==> config.mk <==
export PLATFORM = sky130hd
export DESIGN_NAME = qgi_dp
export DESIGN_NICKNAME = d
export VERILOG_FILES = /design/src/hdl/qgi_pkg.sv /design/src/hdl/qgi_dp.sv
export SDC_FILE = /design/constraint.sdc
export NUM_CORES = 2
export LEC_CHECK = 0
export BUFFER_PORTS_ARGS = -buffer_cell sky130_fd_sc_hd__buf_2
export CELL_PAD_IN_SITES_DETAIL_PLACEMENT = 1
export CELL_PAD_IN_SITES_GLOBAL_PLACEMENT = 1
export CORE_MARGIN = 2
export CORE_UTILIZATION = 52
export CTS_CLUSTER_DIAMETER = 40
export DETAILED_ROUTE_END_ITERATION = 7
export PLACE_DENSITY_LB_ADDON = 0.1
export SYNTH_ARGS = -nofsm -noshare
export SYNTH_HDL_FRONTEND = slang
export SYNTH_SLANG_ARGS = --single-unit
==> constraint.sdc <==
create_clock -name clock -period 13.65 [get_ports clock]
set_input_delay 0.6825 -clock clock [delete_from_list [all_inputs] [get_ports clock]]
set_output_delay 0.6825 -clock clock [all_outputs]
set_load 0.02 [all_outputs]
==> src/hdl/qgi_pkg.sv <==
package qgi_pkg;

   typedef struct packed {
      logic signed [31:0] rate_x;
      logic signed [31:0] rate_y;
      logic signed [31:0] rate_z;
      logic        [31:0] step_time;
   } qgi_req_type;

   typedef struct packed {
      logic signed [31:0] quat_w;
      logic signed [31:0] quat_x;
      logic signed [31:0] quat_y;
      logic signed [31:0] quat_z;
      logic               skipped;
      logic               fell_to_identity;
   } qgi_rsp_type;

   typedef enum logic [3:0] {
      OP_NOP       = 4'd0,
      OP_LOAD      = 4'd1,
      OP_DERIV     = 4'd2,
      OP_INCR      = 4'd3,
      OP_SQ        = 4'd4,
      OP_SQRT_INIT = 4'd5,
      OP_SQRT_STEP = 4'd6,
      OP_DIV_INIT  = 4'd7,
      OP_DIV_STEP  = 4'd8,
      OP_DIV_WRITE = 4'd9,
      OP_IDENT     = 4'd10,
      OP_EMIT      = 4'd11
   } qgi_op_type;

   typedef struct packed {
      qgi_op_type op;
      logic [3:0] idx;
   } qgi_cmd_type;

   typedef struct packed {
      logic skip;
      logic small_norm;
      logic out_busy;
   } qgi_status_type;

   localparam int DERIV_LAST = 14;
   localparam int SQRT_STEPS = 32;
   localparam int DIV_STEPS  = 31;

endpackage

==> src/hdl/qgi_dp.sv <==
module qgi_dp #(
   parameter int QUAT_FRAC_BITS = 30,
   parameter int RATE_FRAC_BITS = 24
) (
   input  logic                    clock,
   input  logic                    reset,
   input  qgi_pkg::qgi_cmd_type    cmd,
   input  qgi_pkg::qgi_req_type    req_payload,
   output qgi_pkg::qgi_status_type status,
   output logic                    rsp_valid,
   input  logic                    rsp_stall,
   output qgi_pkg::qgi_rsp_type    rsp_payload
);

   localparam logic [63:0] NORM_MIN_W =
      ((64'd1 << QUAT_FRAC_BITS) + 64'd99999999) / 64'd100000000;
   localparam logic [31:0] NORM_MIN  = NORM_MIN_W[31:0];
   localparam logic [31:0] QUAT_ONE  = 32'd1 << QUAT_FRAC_BITS;

   function automatic logic [4:0] deriv_sel(input logic [3:0] idx);
      logic [4:0] r;
      case (idx)
         4'd0:    r = 5'b01_00_1;
         4'd1:    r = 5'b10_01_1;
         4'd2:    r = 5'b11_10_1;
         4'd4:    r = 5'b00_00_0;
         4'd5:    r = 5'b10_10_0;
         4'd6:    r = 5'b11_01_1;
         4'd8:    r = 5'b00_01_0;
         4'd9:    r = 5'b01_10_1;
         4'd10:   r = 5'b11_00_0;
         4'd12:   r = 5'b00_10_0;
         4'd13:   r = 5'b01_01_0;
         4'd14:   r = 5'b10_00_1;
         default: r = 5'b00_00_0;
      endcase
      return r;
   endfunction

   function automatic logic [31:0] mag32(input logic signed [31:0] v);
      return v[31] ? (~v + 32'd1) : v;
   endfunction

   function automatic logic signed [31:0] sat32(input logic signed [65:0] v);
      logic signed [31:0] r;
      if (v > 66'sh0_7FFF_FFFF) begin
         r = 32'sh7FFF_FFFF;
      end else if (v < -66'sh0_8000_0000) begin
         r = -32'sh8000_0000;
      end else begin
         r = v[31:0];
      end
      return r;
   endfunction

   logic signed [31:0] rate_ff [3];
   logic        [31:0] dt_ff;
   logic signed [31:0] q_ff [4];
   logic signed [31:0] d_ff [4];
   logic signed [65:0] acc_ff;
   logic signed [65:0] prod_ff;
   qgi_pkg::qgi_op_type tag_op_ff;
   logic        [3:0]  tag_idx_ff;
   logic        [63:0] v_ff;
   logic        [35:0] rem_ff;
   logic        [31:0] root_ff;
   logic        [31:0] dr_ff;
   logic        [30:0] dlow_ff;
   logic        [30:0] qt_ff;
   logic               ovf_ff;
   logic               neg_ff;
   logic               skip_ff;
   logic               fell_ff;
   logic               rsp_valid_ff;
   qgi_pkg::qgi_rsp_type rsp_ff;

   logic        [4:0]  sel1;
   logic        [4:0]  sel2;
   logic signed [31:0] rate_pick;
   logic signed [32:0] mul_a;
   logic signed [32:0] mul_b;
   logic signed [65:0] mul_p;
   logic signed [65:0] term;
   logic signed [65:0] base;
   logic signed [65:0] dsum;
   logic signed [65:0] isum;
   logic        [35:0] rem2;
   logic        [35:0] trial;
   logic        [31:0] dmag;
   logic        [63:0] dnum;
   logic        [63:0] dlim;
   logic        [32:0] rtry;
   logic               rge;
   logic signed [31:0] div_res;

   assign sel1 = deriv_sel(cmd.idx);
   assign sel2 = deriv_sel(tag_idx_ff);

   always_comb begin
      case (sel1[2:1])
         2'd0:    rate_pick = rate_ff[0];
         2'd1:    rate_pick = rate_ff[1];
         default: rate_pick = rate_ff[2];
      endcase
   end

   always_comb begin
      case (cmd.op)
         qgi_pkg::OP_DERIV: begin
            mul_a = {q_ff[sel1[4:3]][31], q_ff[sel1[4:3]]};
            mul_b = {rate_pick[31], rate_pick};
         end
         qgi_pkg::OP_INCR: begin
            mul_a = {d_ff[cmd.idx[1:0]][31], d_ff[cmd.idx[1:0]]};
            mul_b = {1'b0, dt_ff};
         end
         qgi_pkg::OP_SQ: begin
            mul_a = {1'b0, mag32(q_ff[cmd.idx[1:0]])};
            mul_b = {1'b0, mag32(q_ff[cmd.idx[1:0]])};
         end
         default: begin
            mul_a = 33'sd0;
            mul_b = 33'sd0;
         end
      endcase
   end

   assign mul_p = mul_a * mul_b;

   assign term = prod_ff >>> RATE_FRAC_BITS;
   assign base = (tag_idx_ff[1:0] == 2'd0) ? 66'sd0 : acc_ff;
   assign dsum = sel2[0] ? (base - term) : (base + term);
   assign isum = (prod_ff >>> 33) + 66'(q_ff[tag_idx_ff[1:0]]);

   assign rem2  = {rem_ff[33:0], v_ff[63:62]};
   assign trial = {2'd0, root_ff, 2'b01};

   assign dmag = mag32(q_ff[cmd.idx[1:0]]);
   assign dnum = 64'(dmag) << QUAT_FRAC_BITS;
   assign dlim = 64'(root_ff) << 31;

   assign rtry = {dr_ff, dlow_ff[30]};
   assign rge  = (rtry >= {1'b0, root_ff});

   always_comb begin
      if (ovf_ff) begin
         div_res = neg_ff ? -32'sh8000_0000 : 32'sh7FFF_FFFF;
      end else if (neg_ff) begin
         div_res = -$signed({1'b0, qt_ff});
      end else begin
         div_res = $signed({1'b0, qt_ff});
      end
   end

   always_ff @(posedge clock) begin
      if (reset) begin
         q_ff[0]      <= QUAT_ONE;
         q_ff[1]      <= 32'sd0;
         q_ff[2]      <= 32'sd0;
         q_ff[3]      <= 32'sd0;
         tag_op_ff    <= qgi_pkg::OP_NOP;
         rsp_valid_ff <= 1'b0;
      end else begin
         prod_ff    <= mul_p;
         tag_op_ff  <= cmd.op;
         tag_idx_ff <= cmd.idx;

         case (tag_op_ff)
            qgi_pkg::OP_DERIV: begin
               acc_ff <= dsum;
               if (tag_idx_ff[1:0] == 2'd2) begin
                  d_ff[tag_idx_ff[3:2]] <= sat32(dsum);
               end
            end
            qgi_pkg::OP_INCR: begin
               q_ff[tag_idx_ff[1:0]] <= sat32(isum);
            end
            qgi_pkg::OP_SQ: begin
               acc_ff <= base + prod_ff;
            end
            default: begin
            end
         endcase

         case (cmd.op)
            qgi_pkg::OP_LOAD: begin
               rate_ff[0] <= req_payload.rate_x;
               rate_ff[1] <= req_payload.rate_y;
               rate_ff[2] <= req_payload.rate_z;
               dt_ff      <= req_payload.step_time;
               skip_ff    <= (req_payload.step_time == 32'd0);
               fell_ff    <= 1'b0;
            end
            qgi_pkg::OP_SQRT_INIT: begin
               v_ff    <= (acc_ff[65:64] != 2'd0) ? {64{1'b1}} : acc_ff[63:0];
               rem_ff  <= 36'd0;
               root_ff <= 32'd0;
            end
            qgi_pkg::OP_SQRT_STEP: begin
               v_ff <= {v_ff[61:0], 2'b00};
               if (rem2 >= trial) begin
                  rem_ff  <= rem2 - trial;
                  root_ff <= {root_ff[30:0], 1'b1};
               end else begin
                  rem_ff  <= rem2;
                  root_ff <= {root_ff[30:0], 1'b0};
               end
            end
            qgi_pkg::OP_DIV_INIT: begin
               neg_ff  <= q_ff[cmd.idx[1:0]][31];
               ovf_ff  <= (dnum >= dlim);
               dr_ff   <= dnum[62:31];
               dlow_ff <= dnum[30:0];
               qt_ff   <= 31'd0;
            end
            qgi_pkg::OP_DIV_STEP: begin
               dlow_ff <= {dlow_ff[29:0], 1'b0};
               qt_ff   <= {qt_ff[29:0], rge};
               dr_ff   <= rge ? 32'(rtry - {1'b0, root_ff}) : rtry[31:0];
            end
            qgi_pkg::OP_DIV_WRITE: begin
               q_ff[cmd.idx[1:0]] <= div_res;
            end
            qgi_pkg::OP_IDENT: begin
               q_ff[0] <= QUAT_ONE;
               q_ff[1] <= 32'sd0;
               q_ff[2] <= 32'sd0;
               q_ff[3] <= 32'sd0;
               fell_ff <= 1'b1;
            end
            qgi_pkg::OP_EMIT: begin
               rsp_ff.quat_w           <= q_ff[0];
               rsp_ff.quat_x           <= q_ff[1];
               rsp_ff.quat_y           <= q_ff[2];
               rsp_ff.quat_z           <= q_ff[3];
               rsp_ff.skipped          <= skip_ff;
               rsp_ff.fell_to_identity <= fell_ff;
            end
            default: begin
            end
         endcase

         if (cmd.op == qgi_pkg::OP_EMIT) begin
            rsp_valid_ff <= 1'b1;
         end else if (rsp_valid_ff && !rsp_stall) begin
            rsp_valid_ff <= 1'b0;
         end
      end
   end

   assign status.skip       = skip_ff;
   assign status.small_norm = (root_ff < NORM_MIN);
   assign status.out_busy   = rsp_valid_ff && rsp_stall;

   assign rsp_valid   = rsp_valid_ff;
   assign rsp_payload = rsp_ff;

   a_flags_exclusive: assert property (@(posedge clock) disable iff (reset)
      rsp_valid_ff |-> !(rsp_ff.skipped && rsp_ff.fell_to_identity))
      else $error("skipped and fell_to_identity both set");

   a_fell_is_identity: assert property (@(posedge clock) disable iff (reset)
      (rsp_valid_ff && rsp_ff.fell_to_identity) |->
         (rsp_ff.quat_w == QUAT_ONE && rsp_ff.quat_x == 32'sd0 &&
          rsp_ff.quat_y == 32'sd0 && rsp_ff.quat_z == 32'sd0))
      else $error("fallback result is not identity");

   a_emit_source: assert property (@(posedge clock) disable iff (reset)
      $rose(rsp_valid_ff) |-> $past(cmd.op) == qgi_pkg::OP_EMIT)
      else $error("result raised without emit command");

   a_no_emit_busy: assert property (@(posedge clock) disable iff (reset)
      (cmd.op == qgi_pkg::OP_EMIT) |-> !(rsp_valid_ff && rsp_stall))
      else $error("emit while output slot is stalled");

endmodule

### After elaboration in Yosys (flattened, before gate mapping)

Memories as Yosys holds them, arrays and structs flattened. A register that Yosys moved wholly into a read port is not among the register bits.
Index checks and enable logic that the tools add are counted.

* bits in latches: 0
* RAM bits: 352
* memories kept: 5
* bits in registers: 403
* input port bits: 139
* memory bits (read-only): 160
* logic and storage cells: 161
* output and inout bits: 134

Memory list
* d_ff: depth 4, width 32, read ports 1, clocked after memory_dff 0, write ports 1, RTL line qgi_dp.sv:59 `logic signed [31:0] d_ff [4];`
* q_ff: depth 4, width 32, read ports 7, clocked after memory_dff 5, write ports 4, RTL line qgi_dp.sv:58 `logic signed [31:0] q_ff [4];`
* rate_ff: depth 3, width 32, read ports 3, clocked after memory_dff 0, write ports 3, RTL line qgi_dp.sv:56 `logic signed [31:0] rate_ff [3];`
* (no name shown): depth 16, width 5, read ports 1, clocked after memory_dff 1, write ports 0, RTL line qgi_dp.sv:22 `case (idx)`
* (no name shown): depth 16, width 5, read ports 1, clocked after memory_dff 0, write ports 0, RTL line qgi_dp.sv:22

* bitwise gates (word level): 18
* $mul: 1
* div/mod/pow operators: 0
* add/subtract/negate cells: 8
* shift-type cells: 0
* eq/ne operators: 20
* muxes and demuxes: 62
* reductions and logical operators: 21
* order comparisons: 8

Operators by type and width (count)
* two-way mux 32 bit: 20
* case mux 33 bit (3 select lines): 2
* case mux 32 bit (2 select lines): 3
* two-way mux 66 bit: 2
* case mux 66 bit (2 select lines): 1
* case mux 64 bit (2 select lines): 1
* case mux 31 bit (2 select lines): 2
* case mux 34 bit (2 select lines): 1
* adder 66 x 42 -> 66 bit: 1
* adder 66 bit: 1
* > comparator 66 x 32 -> 1 bit (second input constant): 1
* < comparator 66 x 32 -> 1 bit (second input constant): 1
* multiplier 33 x 33 -> 66 bit: 1
* subtractor 66 x 42 -> 66 bit: 1
* two-way mux 64 bit: 1
* OR reduction 32 bit: 2
* greater-or-equal comparator 62 x 63 -> 1 bit: 1
* greater-or-equal comparator 36 x 34 -> 1 bit: 1
* adder 33 x 32 -> 34 bit: 1
* > comparator 34 x 32 -> 1 bit (second input constant): 1
* < comparator 34 x 32 -> 1 bit (second input constant): 1
* two-way mux 34 bit: 1
* subtractor 34 bit: 1
* greater-or-equal comparator 33 x 32 -> 1 bit: 1
* other kinds (24): 89

### Logic depth before layout (Yosys ltp)

* word-level depth: 12
* mapped depth: 47
* depth with buffers taken out: 42

### Least setup slack after synthesis

No wires, ideal clock.

* path kind: input to register
* from: in cmd[0] in the netlist's numbering
* to: reg prod_ff[58], data pin
* setup time: 260 ps
* cell stages on the path: 41
* setup slack: 1431 ps
* path buffers: 8
* required time: 13390 ps
* data arrival time: 11959 ps
* path through: buf_6 > buf_6 > buf_2 > buf_2 > buf_1 > inv_1 > ha_1 > o21ai_0 > a21oi_1 > clkbuf_1 > clkbuf_1 > mux4_2 > a221oi_1 > clkbuf_1 > nor2_1 > fa_1 > fa_1 > fa_1 > (+5 left out) > fa_1 > inv_1 > fa_1 > inv_1 > ha_1 > nand4_1 > nor2_1 > a211oi_1 > nor2_1 > a2111oi_0 > a211o_1 > a21oi_1 > o21ai_0 > a21oi_1 > a211oi_1 > o211ai_1 > a41oi_1 > xnor2_1

* cells in the longest elaborated chain, start to end: 6

Ends and longest elaborated chain
* start, declared: RTL line qgi_dp.sv:7 `input qgi_pkg::qgi_cmd_type cmd,`
* memory read (4 x 32 bit)
* NOT 32 bit: RTL line qgi_dp.sv:41 `return v[31] ? (~v + 32'd1) : v;`
* adder 32 x 1 -> 32 bit: RTL line qgi_dp.sv:41
* two-way mux 32 bit: RTL line qgi_dp.sv:41
* case mux 33 bit (3 select lines): RTL line qgi_dp.sv:108 `case (cmd.op)`
* multiplier 33 x 33 -> 66 bit *: RTL line qgi_dp.sv:128 `assign mul_p = mul_a * mul_b;`
* named net mul_p[58]: RTL line qgi_dp.sv:82 `logic signed [65:0] mul_p;`
* end signal, assigned: RTL line qgi_dp.sv:164 `prod_ff <= mul_p;`
* end, declared: RTL line qgi_dp.sv:61 `logic signed [65:0] prod_ff;`

The timed path passes the listed nets; every way through them passes the cells marked *.
A chain may end at the register's enable or synchronous reset.

==> impl_metrics.env <==
export IMPL_power_density_nw_per_um2=111
export IMPL_start_util_pct=52.2
export IMPL_overflow=0
export IMPL_avgSynthCellArea_um2=10.1
export IMPL_critPathMaxFanout=17
export IMPL_switching_share_pct=39.3
export IMPL_die_w_um=418
export IMPL_final_common_cell="inv_1"
export IMPL_gp_congestion=0.984
export IMPL_via_per_inst=6.38
export IMPL_worst_pin_slew_ns=1.39
export IMPL_clockBufferDepth=3
export IMPL_drc=0
export IMPL_synthArstFlopShare_pct=0
export IMPL_clock_latency_ns=0.85
export IMPL_core_um2=171000
export IMPL_setup_viol=0
export IMPL_crit_slowest_cell="a221o_1"
export IMPL_synth_area_um2=89200
export IMPL_nFillCells=18500
export IMPL_die_h_um=418
export IMPL_irDropWorstVdd_v=0.000138
export IMPL_multi_input_area_um2=57600
export IMPL_leakage_nw=43.8
export IMPL_ant_nets=0
export IMPL_critPathLaunchType="register"
export IMPL_fin_ws_ns=0.288
export IMPL_finalPower_mw=11.1
export IMPL_finalHoldViolCount=0
export IMPL_report_final_slew_viol_count=0
export IMPL_synth_edf_count=848
export IMPL_fin_setup_tns_ns=0
export IMPL_cts_tree="yes"
export IMPL_grt_use_total_pct=42.1
export IMPL_ys_seq_area_share_pct=28.7
export IMPL_grt_antenna_before_repair=15
export IMPL_dieArea_um2=175000
export IMPL_firstDrtPassIters=6
export IMPL_cts_sinks=856
export IMPL_critPathCaptureType="register"
export IMPL_rows=152
export IMPL_numCtsBuffers=143
export IMPL_critPathRequiredTime_ns=14.20
export IMPL_whs_ns=0.0337
export IMPL_rsz0062_at_grt="no"
export IMPL_ioPinCount=273
export IMPL_status="finished, final reports clean"
export IMPL_area_growth_pct=11.6
export IMPL_combinationalPowerShare_pct=35.0
export IMPL_worst_ep_arrival_time_ns=13.91
export IMPL_drt_iter0_drc=6929
export IMPL_syn_inst=8791
export IMPL_wl_per_cell_um=32.0
export IMPL_synth_distinct_cells=100
export IMPL_synth_seq_cells=856
export IMPL_fin_cells=11400
export IMPL_yosys_warnings=0
export IMPL_period_needed_ns=13.36
export IMPL_nNetsFinal=10800
export IMPL_grt_pass1_wl_mm=531
export IMPL_port_buffers=272
export IMPL_relSlewSlack_pct=6.53
export IMPL_ys_top_cells_by_area="edfxtp_1 (29%), fa_1 (26%), ha_1 (6.8%), inv_1 (5.5%), nor2_1 (4.5%)"
export IMPL_maxCapViolCount=0
export IMPL_power_switching_mw=4.36
export IMPL_regArea_um2=25600
export IMPL_syn_nets=10600
export IMPL_synthFlopType="edfxtp_1"
export IMPL_root_buffer="clkbuf_16"
export IMPL_synth_top_area_share_pct=28.5
export IMPL_clk_pin_slew_ns=0.06
export IMPL_grt_pass1_vias=78300
export IMPL_grt_max_degree=132
export IMPL_cp_common_cell="fa_1"
export IMPL_drive_gt1_share_pct=11.8
export IMPL_final_cell_mix="inv_1 (1299), fa_1 (1149), nor2_1 (1052)"
export IMPL_clock_fmax_mhz=74.8
export IMPL_period_share_pct=97.9
export IMPL_dp_cells=11200
export IMPL_seqPwrFrac_pct=30.6
export IMPL_clkPwrFrac_pct=34.4
export IMPL_dp_worst_setup_slack_ns=-0.116
export IMPL_holdCritPathClass="input port to register"
export IMPL_wirelength_mm=365
export IMPL_skew_ns=0.0566
export IMPL_post_dp_hpwl_mm=290
export IMPL_ctsHtreeMaxLevel=4
export IMPL_crit_path_max_incr_delay_ns=1.00
export IMPL_critPathKind="register to register"
export IMPL_p_int_mw=6.73
export IMPL_post_cts_buffers=0
export IMPL_synth_top_cell_by_area="edfxtp_1"
export IMPL_vias=73000
critical path: cells and delay by family (launching register included):
kind,cells,cell delay [ns]
flip-flops,1,0.69
AO/OA/AOI/OAI,10,4.23
buffers and inverters,3,0.17
AND/OR/NAND/NOR,10,2.49
XOR/XNOR,2,0.33
multiplexers,1,0.61
adder cells (fa/ha/maj),9,4.51
power groups by stage:
stage / Sequential, mW / Clock (mW) / Combinational [mW]
floorplan: 3.30 / 0 / 2.36
global placement: 3.42 / 0 / 3.65
detailed placement: 3.42 / 0 / 3.75
CTS: 3.37 / 3.83 / 3.79
global route: 3.38 / 3.92 / 4.13
finish: 3.39 / 3.81 / 3.89
stage by stage:
| stage | instance area (um2) | utilization (%) |
|---|---|---|
| detailed placement | 94400 | 55.2 |
| CTS | 99600 | 58.2 |
| finish | 99600 | 58.2 |
| global route | 99600 | 58.2 |
| floorplan | 89200 | - |
| global placement | 94400 | 55.2 |
Yosys cell counts, drive strengths merged, types with 127 or more instances:
master / instances
inv: 1300
fa: 1149
nor3: 145
nor2: 1061
edfxtp: 848
xnor2: 235
ha: 484
clkbuf: 347
a21o: 179
a21oi: 427
o21ai: 286
mux4: 127
nand2: 753
logic make-up (layout without fill, tap and decap cells):
group	Yosys count	after routing	synth area share, %
AO/OA/AOI/OAI	1471	1471	11.1
XOR/XNOR	353	353	3.48
adder cells (fa/ha/maj)	1633	1633	32.6
buffers and inverters	1727	2125	7.42
flip-flops	856	856	28.7
multiplexers	195	195	3.97
other	0	8	0
AND/OR/NAND/NOR	2556	2556	12.7
repair_timing:
| item | in CTS | in global routing |
|---|---|---|
| setup endpoints to repair | 0 | 1 |
| endpoints found under the hold margin | 9 | 0 |
| gates resized for setup | 0 | 1 |
| hold buffers | 9 | 0 |
sequential cells by signal (all words and copies together), names as in the netlist, named ones only:
register	cells
rsp_payload	130
d_ff	128
q_ff	128
rate_ff	96
acc_ff	66
prod_ff	66
v_ff	64
rem_ff	34
dr_ff	32
dt_ff	32
root_ff	32
qt_ff	31
tag_idx_ff	4
tag_op_ff	4
dlow_ff	1
fell_ff	1
neg_ff	1
ovf_ff	1
rsp_valid	1
sel2	1
skip_ff	1
layer usage:
layer	track usage (%)	share of wire, %	wire length (um)
met3	8.88	8.7	31800
met1	51.9	37	135000
met5	0	0.017	61
met4	29.5	8.4	30700
met2	66.3	46	168000
final timing paths:
path	from	end	slack, ns	cells after the start
worst max register to register	q_ff[0][10]	prod_ff[63]	0.29	35
worst max-delay path	q_ff[0][10]	prod_ff[63]	0.29	35
worst min register to register	skip_ff	rsp_payload[1]	0.46	0
worst min-delay path	req_payload[38]	rate_ff[0][70]	0.03	1
cell type report:
| class | count | share of cell area, % |
|---|---|---|
| clock buffers | 157 | 3.67 |
| clock inverters | 106 | 1.39 |
| inverters | 1300 | 4.90 |
| repair buffers | 562 | 3.68 |
| flip-flops and latches | 856 | 25.7 |
| multi-input cells | 6208 | 57.8 |
| well taps | 2233 | 2.81 |
| diodes | 8 | 0.0201 |
Power figures use the tool's default switching activity.
