--- src/hdl/qgi_pkg.sv ---
package qgi_pkg;

   typedef struct packed {
      logic signed [31:0] rate_x;
      logic signed [31:0] rate_y;
      logic signed [31:0] rate_z;
      logic        [31:0] step_time;
   } qgi_req_type;

   typedef struct packed {
      logic signed [31:0] quat_w;
      logic signed [31:0] quat_x;
      logic signed [31:0] quat_y;
      logic signed [31:0] quat_z;
      logic               skipped;
      logic               fell_to_identity;
   } qgi_rsp_type;

   typedef enum logic [3:0] {
      OP_NOP       = 4'd0,
      OP_LOAD      = 4'd1,
      OP_DERIV     = 4'd2,
      OP_INCR      = 4'd3,
      OP_SQ        = 4'd4,
      OP_SQRT_INIT = 4'd5,
      OP_SQRT_STEP = 4'd6,
      OP_DIV_INIT  = 4'd7,
      OP_DIV_STEP  = 4'd8,
      OP_DIV_WRITE = 4'd9,
      OP_IDENT     = 4'd10,
      OP_EMIT      = 4'd11
   } qgi_op_type;

   typedef struct packed {
      qgi_op_type op;
      logic [3:0] idx;
   } qgi_cmd_type;

   typedef struct packed {
      logic skip;
      logic small_norm;
      logic out_busy;
   } qgi_status_type;

   localparam int DERIV_LAST = 14;
   localparam int SQRT_STEPS = 32;
   localparam int DIV_STEPS  = 31;

endpackage

--- src/hdl/qgi_ctrl.sv ---
module qgi_ctrl (
   input  logic                    clock,
   input  logic                    reset,
   input  logic                    req_valid,
   output logic                    req_stall,
   output qgi_pkg::qgi_cmd_type    cmd,
   input  qgi_pkg::qgi_status_type status
);

   typedef enum logic [15:0] {
      S_IDLE   = 16'h0001,
      S_BRANCH = 16'h0002,
      S_DERIV  = 16'h0004,
      S_WAIT1  = 16'h0008,
      S_INCR   = 16'h0010,
      S_WAIT2  = 16'h0020,
      S_SQ     = 16'h0040,
      S_WAIT3  = 16'h0080,
      S_SQRTI  = 16'h0100,
      S_SQRT   = 16'h0200,
      S_CHECK  = 16'h0400,
      S_DIVI   = 16'h0800,
      S_DIVS   = 16'h1000,
      S_DIVW   = 16'h2000,
      S_IDENT  = 16'h4000,
      S_EMIT   = 16'h8000
   } state_type;

   state_type  state_ff, state_in;
   logic [4:0] cnt_ff, cnt_in;
   logic [1:0] kidx_ff, kidx_in;

   assign req_stall = (state_ff != S_IDLE);

   always_comb begin
      state_in = state_ff;
      cnt_in   = cnt_ff;
      kidx_in  = kidx_ff;
      cmd.op   = qgi_pkg::OP_NOP;
      cmd.idx  = 4'd0;
      case (state_ff)
         S_IDLE: begin
            if (req_valid) begin
               cmd.op   = qgi_pkg::OP_LOAD;
               state_in = S_BRANCH;
            end
         end
         S_BRANCH: begin
            cnt_in   = 5'd0;
            state_in = status.skip ? S_EMIT : S_DERIV;
         end
         S_DERIV: begin
            cmd.op  = qgi_pkg::OP_DERIV;
            cmd.idx = cnt_ff[3:0];
            if (cnt_ff[1:0] == 2'd2) begin
               cnt_in = {1'b0, cnt_ff[3:2] + 2'd1, 2'd0};
            end else begin
               cnt_in = cnt_ff + 5'd1;
            end
            if (cnt_ff[3:0] == 4'(qgi_pkg::DERIV_LAST)) begin
               state_in = S_WAIT1;
            end
         end
         S_WAIT1: begin
            cnt_in   = 5'd0;
            state_in = S_INCR;
         end
         S_INCR: begin
            cmd.op  = qgi_pkg::OP_INCR;
            cmd.idx = {2'd0, cnt_ff[1:0]};
            cnt_in  = cnt_ff + 5'd1;
            if (cnt_ff[1:0] == 2'd3) begin
               state_in = S_WAIT2;
            end
         end
         S_WAIT2: begin
            cnt_in   = 5'd0;
            state_in = S_SQ;
         end
         S_SQ: begin
            cmd.op  = qgi_pkg::OP_SQ;
            cmd.idx = {2'd0, cnt_ff[1:0]};
            cnt_in  = cnt_ff + 5'd1;
            if (cnt_ff[1:0] == 2'd3) begin
               state_in = S_WAIT3;
            end
         end
         S_WAIT3: begin
            state_in = S_SQRTI;
         end
         S_SQRTI: begin
            cmd.op   = qgi_pkg::OP_SQRT_INIT;
            cnt_in   = 5'd0;
            state_in = S_SQRT;
         end
         S_SQRT: begin
            cmd.op = qgi_pkg::OP_SQRT_STEP;
            cnt_in = cnt_ff + 5'd1;
            if (cnt_ff == 5'(qgi_pkg::SQRT_STEPS - 1)) begin
               state_in = S_CHECK;
            end
         end
         S_CHECK: begin
            kidx_in  = 2'd0;
            state_in = status.small_norm ? S_IDENT : S_DIVI;
         end
         S_DIVI: begin
            cmd.op   = qgi_pkg::OP_DIV_INIT;
            cmd.idx  = {2'd0, kidx_ff};
            cnt_in   = 5'd0;
            state_in = S_DIVS;
         end
         S_DIVS: begin
            cmd.op = qgi_pkg::OP_DIV_STEP;
            cnt_in = cnt_ff + 5'd1;
            if (cnt_ff == 5'(qgi_pkg::DIV_STEPS - 1)) begin
               state_in = S_DIVW;
            end
         end
         S_DIVW: begin
            cmd.op  = qgi_pkg::OP_DIV_WRITE;
            cmd.idx = {2'd0, kidx_ff};
            kidx_in = kidx_ff + 2'd1;
            state_in = (kidx_ff == 2'd3) ? S_EMIT : S_DIVI;
         end
         S_IDENT: begin
            cmd.op   = qgi_pkg::OP_IDENT;
            state_in = S_EMIT;
         end
         S_EMIT: begin
            if (!status.out_busy) begin
               cmd.op   = qgi_pkg::OP_EMIT;
               state_in = S_IDLE;
            end
         end
         default: begin
            state_in = S_IDLE;
         end
      endcase
   end

   always_ff @(posedge clock) begin
      if (reset) begin
         state_ff <= S_IDLE;
         cnt_ff   <= 5'd0;
         kidx_ff  <= 2'd0;
      end else begin
         state_ff <= state_in;
         cnt_ff   <= cnt_in;
         kidx_ff  <= kidx_in;
      end
   end

endmodule

--- config.mk ---
export PLATFORM = sky130hd
export DESIGN_NAME = qgi_ctrl
export DESIGN_NICKNAME = d
export VERILOG_FILES = /design/src/hdl/qgi_pkg.sv /design/src/hdl/qgi_ctrl.sv
export SDC_FILE = /design/constraint.sdc
export NUM_CORES = 1
export LEC_CHECK = 0
export BUFFER_PORTS_ARGS = -buffer_cell sky130_fd_sc_hd__buf_2
export CAP_MARGIN = 20
export CORE_AREA = 2 2 73 75
export DETAILED_ROUTE_END_ITERATION = 8
export DIE_AREA = 0 0 75 77
export GPL_TIMING_DRIVEN = 0
export PLACE_DENSITY = 0.58
export SKIP_CTS_REPAIR_TIMING = 1
export SKIP_LAST_GASP = 1
export SLEW_MARGIN = 20
export SYNTH_ARGS = -nofsm -noshare
export SYNTH_HDL_FRONTEND = slang
export SYNTH_SLANG_ARGS = --single-unit
--- constraint.sdc ---
create_clock -name clock -period 2.69 [get_ports clock]
set_input_delay 0.6725 -clock clock [delete_from_list [all_inputs] [get_ports clock]]
set_output_delay 0.6725 -clock clock [all_outputs]
set_load 0.03 [all_outputs]
=== After elaboration in Yosys (flattened, before gate mapping) ===
Index checks and enable logic that the tools add are counted.

* Flip-flop bits (word level): 23
* Word-level logic and storage cells: 61

* Add/subtract/negate cells: 3
* Eq/ne operators: 30
* Multiplexer cells: 18
* Reduce and logical (&&, ||, !) cells: 7

{| class="wikitable"
|+ Operators with widths
! kind !! number
|-
| 16-bit case mux with 16 select lines || 1
|-
| 16-bit 2-to-1 mux || 9
|-
| 4-bit case mux with 11 select lines || 1
|-
| 16-bit by 1-bit equality test with 1-bit output, second input constant || 1
|-
| 16-bit by 10-bit equality test with 1-bit output, second input constant || 1
|-
| 16-bit by 11-bit equality test with 1-bit output, second input constant || 1
|-
| 16-bit by 12-bit equality test with 1-bit output, second input constant || 1
|-
| 16-bit by 13-bit equality test with 1-bit output, second input constant || 1
|-
| 16-bit by 14-bit equality test with 1-bit output, second input constant || 1
|-
| 16-bit by 15-bit equality test with 1-bit output, second input constant || 1
|-
| 16-bit equality test, second input constant || 1
|-
| 16-bit by 2-bit equality test with 1-bit output, second input constant || 1
|-
| 16-bit by 3-bit equality test with 1-bit output, second input constant || 1
|-
| 16-bit by 4-bit equality test with 1-bit output, second input constant || 1
|-
| 16-bit by 5-bit equality test with 1-bit output, second input constant || 1
|-
| 16-bit by 6-bit equality test with 1-bit output, second input constant || 1
|-
| 16-bit by 7-bit equality test with 1-bit output, second input constant || 1
|-
| 16-bit by 8-bit equality test with 1-bit output, second input constant || 1
|-
| 16-bit by 9-bit equality test with 1-bit output, second input constant || 1
|-
| 16-bit by 1-bit inequality test with 1-bit output, second input constant || 1
|-
| 15-bit 2-to-1 mux || 1
|-
| 5-bit case mux with 3 select lines || 1
|-
| 2-bit inequality test, second input constant || 7
|-
| 4-bit case mux with 3 select lines || 1
|-
| 15 further kinds || 20
|}

=== Depth between registers and ports, before layout ===
Gate-level depths: netlist of run 1.

* Depth after elaboration: 3
* Gate-level depth with buffers: 9
* Gate-level depth less buffers: 8

=== Worst setup path before layout of run 1 ===
No wires, ideal clock.

* Path type: register -> output
* Start point: register state_ff[11]
* End point: output cmd[0] (netlist bit)
* Arrival: 2.001 ns
* Data required time: 2.017 ns
* Path slack: 0.017 ns
* Cell stages (with the launch flop): 6
* Cell sequence: dfxtp_1 > clkbuf_1 > or4b_2 > or2_2 > a21oi_1 > a22o_1

{| class="wikitable"
|+ RTL lines
! what !! RTL line !! source
|-
| from (decl) || qgi_ctrl.sv:29 || <nowiki>state_type state_ff, state_in;</nowiki>
|-
| from (signal assigned) || qgi_ctrl.sv:148 || <nowiki>state_ff <= state_in;</nowiki>
|-
| to (decl) || qgi_ctrl.sv:6 || <nowiki>output qgi_pkg::qgi_cmd_type cmd,</nowiki>
|}

==> results of run 1 <==
## cell usage in the layout, fill, tap and decap left out, types with 2 or more instances in the layout
cell	instances
ha_1	7
xor2_1	4
nand4b_1	2
nand2b_1	12
buf_2	6
nor4b_1	3
nor3b_1	4
a21oi_1	11
o32ai_1	2
nor2b_1	2
or4b_4	2
a211oi_1	2
dfxtp_4	4
a22o_1	2
buf_6	9
nor4_4	5
nand4_1	4
or3_1	2
inv_1	4
o21ai_0	6
and2_1	3
or4_4	4
dfxtp_2	10
nor3_1	6
nor3_4	2
clkbuf_8	3
nand2_1	13
clkbuf_1	3
nand3b_1	3
dfxtp_1	9
nor2_1	29
xnor2_1	3
and2_4	2
nand3_1	10
o31ai_1	3
buf_4	18
## cell families (layout without fill, tap and decap cells)
family / Yosys count / in the layout / share of synthesized area (%)
flops: 23 / 23 / 26.5
fa+ha+maj: 7 / 7 / 5.04
mux: 1 / 1 / 0.576
buf+inv: 16 / 45 / 4.96
compound gates: 41 / 41 / 17.3
simple gates: 119 / 119 / 42.1
xor+xnor: 7 / 7 / 3.53
## final cells by class
cell class	count	area, sq um
fill	503	2750
multi-input combinational	175	1290
sequential	23	488
timing repair buffer	31	238
tap	70	87.6
buffer	6	61.3
clock buffer	4	45.0
inverter	4	15.0
## routing by layer
layer	track usage, %	up-vias	wire length, um
met5	0	-	0
met4	5.36	0	41
met3	1.84	5	218
met2	23.3	33	2260
met1	24.5	797	2220
li1	-	846	-
## how the worst max path moves through the flow
stage                       startpoint     end  slack (ps)  cells after the start
final                      state_ff[7]  cmd[4]         -60                      5
after global routing       state_ff[7]  cmd[4]        -130                      5
after CTS                 state_ff[11]  cmd[1]        -500                      6
after detailed placement  state_ff[11]  cmd[1]        -210                      6
after global placement    state_ff[11]  cmd[1]        -210                      6
after floorplan           state_ff[11]  cmd[0]          20                      5
## worst max-delay path: stages, from the launching register on
cell	delay (ps)
dfxtp_4	370
or4_4	620
nor4_4	360
nand3_1	160
nand4_1	160
buf_6	150
## state kept, by name, summed over array words and instances (netlist names)
signal and flops:
kidx_ff 2, state_ff 16, cnt_ff 5
## report_power, final
group	leakage (nW)	switching, mW	internal, mW
clock network	0.0228	0.124	0.106
registers	0.193	0.0241	0.348
logic	0.638	0.146	0.102
==> metrics.txt, run 1 <==
crit start category flop; status finished with violations; DRC viols 0; CTS Sinks 23; Max Root-Sink Buffers 2; Critical Path End Type output port; vias in the first global route 1455; Yosys reg bits 23; most frequent cell after synthesis nor2_1; drt initial violations 98; Synth Instances between 200 and 250; Final Setup Violations 4; failing checks negative setup slack; CTS tree built; Seq/Total Area, Yosys roughly a quarter; yosys warns 0; Layout Area Growth over Synthesis 27.8%; P per Cell Area approximately 380 mW/mm^2; first-pass detailed-route iteration total 4; Layout Utilization approximately 45%; Post-DP Area 0.00189 sq mm; critical path class flop to output port; post-synthesis cell area 0.00174 sq mm; # nets final between 200 and 300; DR vias approximately 1700; Hold Path End kidx_ff[1]; Hold WS 530 ps; Slew Viols, Final 0; r2r endpoint kidx_ff[0]; R2R cell count 6; post-route insts no fill 313; Sum Neg Setup Slack -134 ps; port bufs 13; Max-Cap Viols 0; Post-Place Worst Slack -207 ps; number of flops mapped to enable cells by yosys 0; top post-synthesis cells by count 29 x nor2_1, 23 x dfxtp_1, 13 x nand2_1; die area about 0.0058 sq mm; Starting Density roughly a third; crit path max fanout 5; Post-synth ARST share 0%; placed cells 297; GPL Wtd Cong around 0.85; Boundary Pins 15; Synth area leaders dfxtp_1 26%, nor2_1 6.3%, ha_1 5.0%, nand2b_1 4.3%, nor4_4 3.7%; Worst-Margin Slew roughly 550 ps; H-tree depth 1; clk slew on worst S/H paths about 90 ps; Hold Path Stages 2; CTS Buf Count 3; antenna-violating nets left 0; hold wc startpoint kidx_ff[1]; core area about 0.0050 sq mm; largest net degree at the start of global routing 13; RR Startpoint state_ff[15]; R2R Setup Slk around 350 ps; total track usage roughly 16%; grt ovf 0; Primary FF master, synth dfxtp_1; area leader, netlist dfxtp_1; count of cell types in the netlist 53; final wirelength ~4.7 mm; die height roughly 77 um; Routed WL per cell approximately 15 um; RSZ-0062 raised after global routing true; Rows 26; Max Freq roughly 360 MHz; min Tclk post-route 2750 ps; final-report hold violation count 0; worst min-delay path class flop to flop; layout cells sized above 1 32.1%; Die X between 70 and 80 um; root buf cell clkbuf_8; peak supply drop 0.156 mV; HPWL Detailed around 3.4 mm; Via-to-Cell Ratio 5.37; clock insertion delay at the later pin of the skew report 270 ps; WP data required about 2000 ps; clk_skew slightly above 7 ps; Diodes inserted 0; Setup WS post-layout -64.2 ps; final period utilization 102%; antenna violations before repair 0; syn nets between 200 and 250; Synth Area per Inst around 8 sq um; Yosys top cell area share 26.5%; Leak Pwr 0.854 nW; global-route wire length before repair about 7.3 mm; critical path arrival roughly 2100 ps; Post-Layout Inst Area around 0.0022 sq mm; Rel. slew slack ~63%; Power, Total 0.850 mW
Power figures use the tool's default switching activity.
==> inputs of run 2 (changes only) <==
- MAX_ROUTING_LAYER: default -> met4
==> run 2 against run 1 <==
Compared with the run above: global-route usage is 0.43 points higher; count of clock-buffer cells in the layout stayed put; total power increased by 0.15%; worst hold slack is essentially flat; critical endpoint unchanged; largest power group unchanged; sequential share of layout area unchanged; the run still ends with negative setup slack left; cell area unchanged; largest cell class unchanged; first-iteration DRC count shrank 13%.
==> metrics.txt, run 2 (synthesis gave the netlist of run 1 again) <==
status finished with violations (unchanged); failing checks negative setup slack (unchanged); Rows 26 (unchanged); peak supply drop 0.157 mV (was 0.156 mV); RSZ-0062 raised after global routing true (unchanged); sequential share of power 43.7% (about the same); Die X 75 um (unchanged); clk_skew 7.68 ps (was 7.18 ps); WP buf/inv 1 (unchanged); root buf cell clkbuf_8 (unchanged); critical path class flop to output port (unchanged); CTS Buf Count 3 (unchanged); core area 0.00498 sq mm (unchanged); die height 77 um (unchanged); Logic pwr share 29.2% (about the same); Starting Density 34.9% (unchanged); Leak Pwr 0.854 nW (unchanged); most frequent cells in the layout 29 x nor2_1, 18 x buf_4, 13 x nand2_1 (unchanged); critical path arrival 2080 ps (about the same); grt ovf 0 (unchanged); max FFs per register 16 (unchanged); final wirelength 4.78 mm (was 4.74 mm); first-pass detailed-route iteration total 4 (unchanged); Sw Pwr 0.295 mW (was 0.294 mW); total track usage 16.6% (was 16.2%); commonest non-fill, non-tap cell in the layout nor2_1 (unchanged); Layout Utilization 44.7% (unchanged); clk slew on worst S/H paths 90 ps (about the same); Layout fillers 503 (unchanged); final-report hold violation count 0 (unchanged); Hold WS 530 ps (about the same); antenna violations before repair 0 (unchanged); Reg with most FFs state_ff (unchanged); DRC viols 0 (unchanged); RR Startpoint state_ff[15] (unchanged); largest net degree at the start of global routing 13 (unchanged); drt initial violations 85 (was 98); critical path's top delay family simple AND/OR/NAND/NOR gates (unchanged); CTS tree built (unchanged); clock insertion delay at the later pin of the skew report 270 ps (about the same); port bufs 13 (unchanged); HPWL Detailed 3.36 mm (unchanged); hold wc startpoint kidx_ff[1] (unchanged); Rel. slew slack 62.5% (was 62.6%); Max Freq 363 MHz (about the same); Final Setup Violations 5 (was 4); worst min-delay path class flop to flop (unchanged); top flop regs state_ff: 16 flops, cnt_ff: 5 flops, kidx_ff: 2 flops (unchanged); Pint 0.556 mW (about the same); crit start category flop (unchanged); vias in the first global route 1455 (unchanged); final period utilization 102% (about the same); Routed WL per cell 15.3 um (was 15.1 um); CTS Sinks 23 (unchanged); Worst-Margin Slew 555 ps (was 554 ps); crit path max fanout 5 (unchanged); GPL Wtd Cong 0.860 (was 0.847); H-tree depth 1 (unchanged); Critical Path End Type output port (unchanged); Setup WS post-layout -64.4 ps (was -64.2 ps); Sw Ratio 34.7% (was 34.6%); clock power share 27.1% (about the same); die area 0.00578 sq mm (unchanged); global-route wire length before repair 7.30 mm (unchanged); Boundary Pins 15 (unchanged); Slew Viols, Final 0 (unchanged); Diodes inserted 0 (unchanged); layout cells sized above 1 32.1% (unchanged); WP data required 2020 ps (about the same); crit path max-delay cell type or4_4 (unchanged); P per Cell Area 383 mW/mm^2 (was 382 mW/mm^2); Layout Area Growth over Synthesis 27.8% (unchanged); critical path launch point state_ff[7] (unchanged); min Tclk post-route 2750 ps (about the same); CP cell instances or4_4 -> nor4_4 -> nand3_1 -> nand4_1 -> buf_6 (unchanged); # nets final 257 (unchanged); Max-Cap Viols 0 (unchanged); antenna-violating nets left 0 (unchanged); Via-to-Cell Ratio 5.41 (was 5.37); CP max stage delay 620 ps (about the same); DR vias 1692 (was 1681); Max Root-Sink Buffers 2 (unchanged)
-- run 2: cell counts in the layout (fill, tap and decap cells not counted) --
No cell type changed its count.
-- run 2: worst paths after layout --
path | end | slack, ps | cells after the start
worst max-delay path | cmd[4] | -60 | 5
worst min-delay path | kidx_ff[1] | 530 | 2
worst max register to register | kidx_ff[0] | 360 | 6
worst min register to register | kidx_ff[1] | 530 | 2
-- run 2: layout make-up --
cell class | count | area, sq um | area share, %
repair buffers | 31 | 238 | 10.7
multi-input cells | 175 | 1290 | 58.0
inverters | 4 | 15.0 | 0.675
clock buffers | 4 | 45.0 | 2.03
plain buffers | 6 | 61.3 | 2.76
well taps | 70 | 87.6 | 3.94
flip-flops and latches | 23 | 488 | 21.9
-- run 2: stage by stage --
step	cell area [sq um]	power, mW	setup TNS, ps	setup WS (ps)	instances
4_1_cts	1940	0.806	-2490	-504	301
5_1_grt	2220	0.887	-644	-132	313
2_1_floorplan	1740	0.523	0	17.0	214
6_report	2220	0.851	-142	-64.4	313
3_5_place_dp	1890	0.579	-640	-207	297
3_3_place_gp	1890	0.578	-657	-207	297
-- run 2: tightest hold or removal path, delay by kind of cell (launching register included) --
family,cells,cell delay (ps)
compound gates,1,70
flops,1,360
simple gates,1,70
-- run 2: power groups by stage --
| stage | sequential (mW) | combinational (mW) | clock (mW) |
|---|---|---|---|
| after detailed placement | 0.367 | 0.212 | 0 |
| after global placement | 0.368 | 0.210 | 0 |
| after CTS | 0.359 | 0.213 | 0.234 |
| final | 0.372 | 0.249 | 0.231 |
| after global routing | 0.373 | 0.263 | 0.251 |
| after floorplan | 0.365 | 0.158 | 0 |
-- run 2: routing by layer --
layer / up-vias / share of wire (%) / track usage (%)
met1: 810 / 48 / 24.5
met4: 0 / 0.90 / 5.36
li1: 847 / - / -
met3: 5 / 3.4 / 1.84
met5: - / 0 / -
met2: 30 / 47 / 23.3
==> inputs of run 3 (changes only) <==
- CELL_PAD_IN_SITES_DETAIL_PLACEMENT: default -> 1
- CELL_PAD_IN_SITES_GLOBAL_PLACEMENT: default -> 2
- PLACE_DENSITY: 0.58 -> 0.84
==> run 3 against run 2 <==
Compared with the run above: the run still ends with negative setup slack left; total power increased by 0.25%; via count increased by 3.5%; non-clock buffer count unchanged; first-iteration DRC count decreased by 5.9%; worst hold slack improved by 19 ps; global-route usage increased by 2.1 points; sequential power about the same; register-to-register slack got worse by 20 ps; critical path type unchanged; largest power group unchanged; highest routed layer unchanged.
==> metrics.txt, run 3 (synthesis gave the netlist of run 1 again) <==
Sw Pwr 0.298 mW (was 0.295 mW); vias in the first global route 1613 (was 1455); GPL Wtd Cong 0.854 (was 0.860); met2 usage in global routing 29.3% (was 23.3%); Max Freq 358 MHz (was 363 MHz); critical path class flop to output port (unchanged); Via-to-Cell Ratio 5.60 (was 5.41); Rows 26 (unchanged); FF/Latch Area 480 sq um (was 488 sq um); DRC viols 0 (unchanged); status finished with violations (unchanged); Diodes inserted 0 (unchanged); min Tclk post-route 2790 ps (was 2750 ps); multi-input logic area 0.00128 sq mm (was 0.00129 sq mm); most frequent cells in the layout 28 x nor2_1, 18 x buf_4, 13 x dfxtp_1 (was 29 x nor2_1, 18 x buf_4, 13 x nand2_1); CTS Sinks 23 (unchanged); Starting Density 34.9% (unchanged); sequential share of power 43.7% (about the same); Leak Pwr 0.844 nW (was 0.854 nW); final-report hold violation count 0 (unchanged); crit path max-delay cell type or4_4 (unchanged); top flop regs state_ff: 16 flops, cnt_ff: 5 flops, kidx_ff: 2 flops (unchanged); Routed WL per cell 17.0 um (was 15.3 um); Boundary Pins 15 (unchanged); RSZ-0062 raised after global routing true (unchanged); CP max stage delay 540 ps (was 620 ps); global-route wire length before repair 8.23 mm (was 7.30 mm); Layout fillers 605 (was 503); peak supply drop 0.284 mV (was 0.157 mV); max FFs per register 16 (unchanged); CP cell instances or4_4 -> buf_12 -> nor3_4 -> nand4b_1 -> o21a_1 -> o2111ai_2 -> buf_6 (was or4_4 -> nor4_4 -> nand3_1 -> nand4_1 -> buf_6); Logic pwr share 28.7% (was 29.2%); final period utilization 104% (was 102%); grt ovf 0 (unchanged); Slew Viols, Final 0 (unchanged); met1 GRT Util 25.5% (was 24.5%); clk_skew 3.30 ps (was 7.68 ps); root buf cell clkbuf_8 (unchanged); port bufs 13 (unchanged); worst min-delay path class flop to flop (unchanged); CTS tree built (unchanged); layout cells sized above 1 31.7% (was 32.1%); Sw Ratio 34.9% (was 34.7%); commonest non-fill, non-tap cell in the layout nor2_1 (unchanged); failing checks negative setup slack (unchanged); Max-Cap Viols 0 (unchanged); Post-Layout Inst Area 0.00220 sq mm (was 0.00222 sq mm); WP data required 2020 ps (about the same); # nets final 257 (unchanged); clock insertion delay at the later pin of the skew report 280 ps (was 270 ps); Power, Total 0.853 mW (was 0.851 mW); crit path max fanout 6 (was 5); Setup WS post-layout -103 ps (was -64.4 ps); clk slew on worst S/H paths 90 ps (about the same); P per Cell Area 387 mW/mm^2 (was 383 mW/mm^2); Post-Place Worst Slack -240 ps (was -207 ps); Worst-Margin Slew 666 ps (was 555 ps); first-pass detailed-route iteration total 4 (unchanged); placed cells 297 (unchanged); HPWL Detailed 3.75 mm (was 3.36 mm); Rel. slew slack 55.5% (was 62.5%); Pint 0.555 mW (was 0.556 mW); antenna-violating nets left 0 (unchanged); Die X 75 um (unchanged); Critical Path End Type output port (unchanged); DR vias 1752 (was 1692); die area 0.00578 sq mm (unchanged); largest net degree at the start of global routing 13 (unchanged); total track usage 18.7% (was 16.6%); Layout Area Growth over Synthesis 26.8% (was 27.8%); crit start category flop (unchanged); clock power share 27.6% (was 27.1%); antenna violations before repair 0 (unchanged); met3 Usage GRT 1.97% (was 1.84%); final wirelength 5.33 mm (was 4.78 mm); die height 77 um (unchanged); Post-DP Area 0.00189 sq mm (unchanged); GR peak layer met2 (was met1); H-tree depth 1 (unchanged); drt initial violations 80 (was 85); Hold WS 549 ps (was 530 ps); critical path arrival 2120 ps (was 2080 ps); CTS Buf Count 3 (unchanged); Reg with most FFs state_ff (unchanged); Max Root-Sink Buffers 2 (unchanged); Final Setup Violations 7 (was 5); R2R Setup Slk 340 ps (was 360 ps); core area 0.00498 sq mm (unchanged); post-route insts no fill 313 (unchanged)
## run 3: worst max-delay path, delay by kind of cell (launching register included)
kind	cells	cell delay (ps)
compound gates	2	300
flops	1	380
simple gates	3	840
buf+inv	2	320
## run 3: power by group through the flow
| stage | logic [mW] | registers [mW] | clock network (mW) |
|---|---|---|---|
| global route | 0.265 | 0.377 | 0.250 |
| global placement | 0.211 | 0.367 | 0 |
| CTS | 0.212 | 0.360 | 0.237 |
| finish | 0.245 | 0.373 | 0.236 |
| detailed placement | 0.210 | 0.368 | 0 |
| floorplan | 0.158 | 0.365 | 0 |
## run 3: final cells by class
class	instances	area share [%]
Multi-Input combinational cell	175	57.9
Sequential cell	23	21.8
Timing Repair Buffer	31	10.8
Tap cell	70	3.97
Buffer	6	2.78
Clock buffer	4	2.04
Inverter	4	0.681
## run 3: routing by layer
metal,share of wire [%],up-vias
met5,0,-
met2,49,19
met1,47,876
met4,1.8,0
li1,-,848
met3,2.1,9
## run 3: metrics by stage
step,TNS [ps],utilization (%)
floorplan,0,-
global placement,-766,38.0
detailed placement,-813,38.0
CTS,-2940,38.9
global route,-924,44.3
finish,-470,44.3
## run 3: final timing paths
kind	cells after the start	start	end
max	7	state_ff[11]	cmd[5]
min	2	kidx_ff[1]	kidx_ff[1]
max reg2reg	7	state_ff[8]	cnt_ff[4]
min reg2reg	2	kidx_ff[1]	kidx_ff[1]
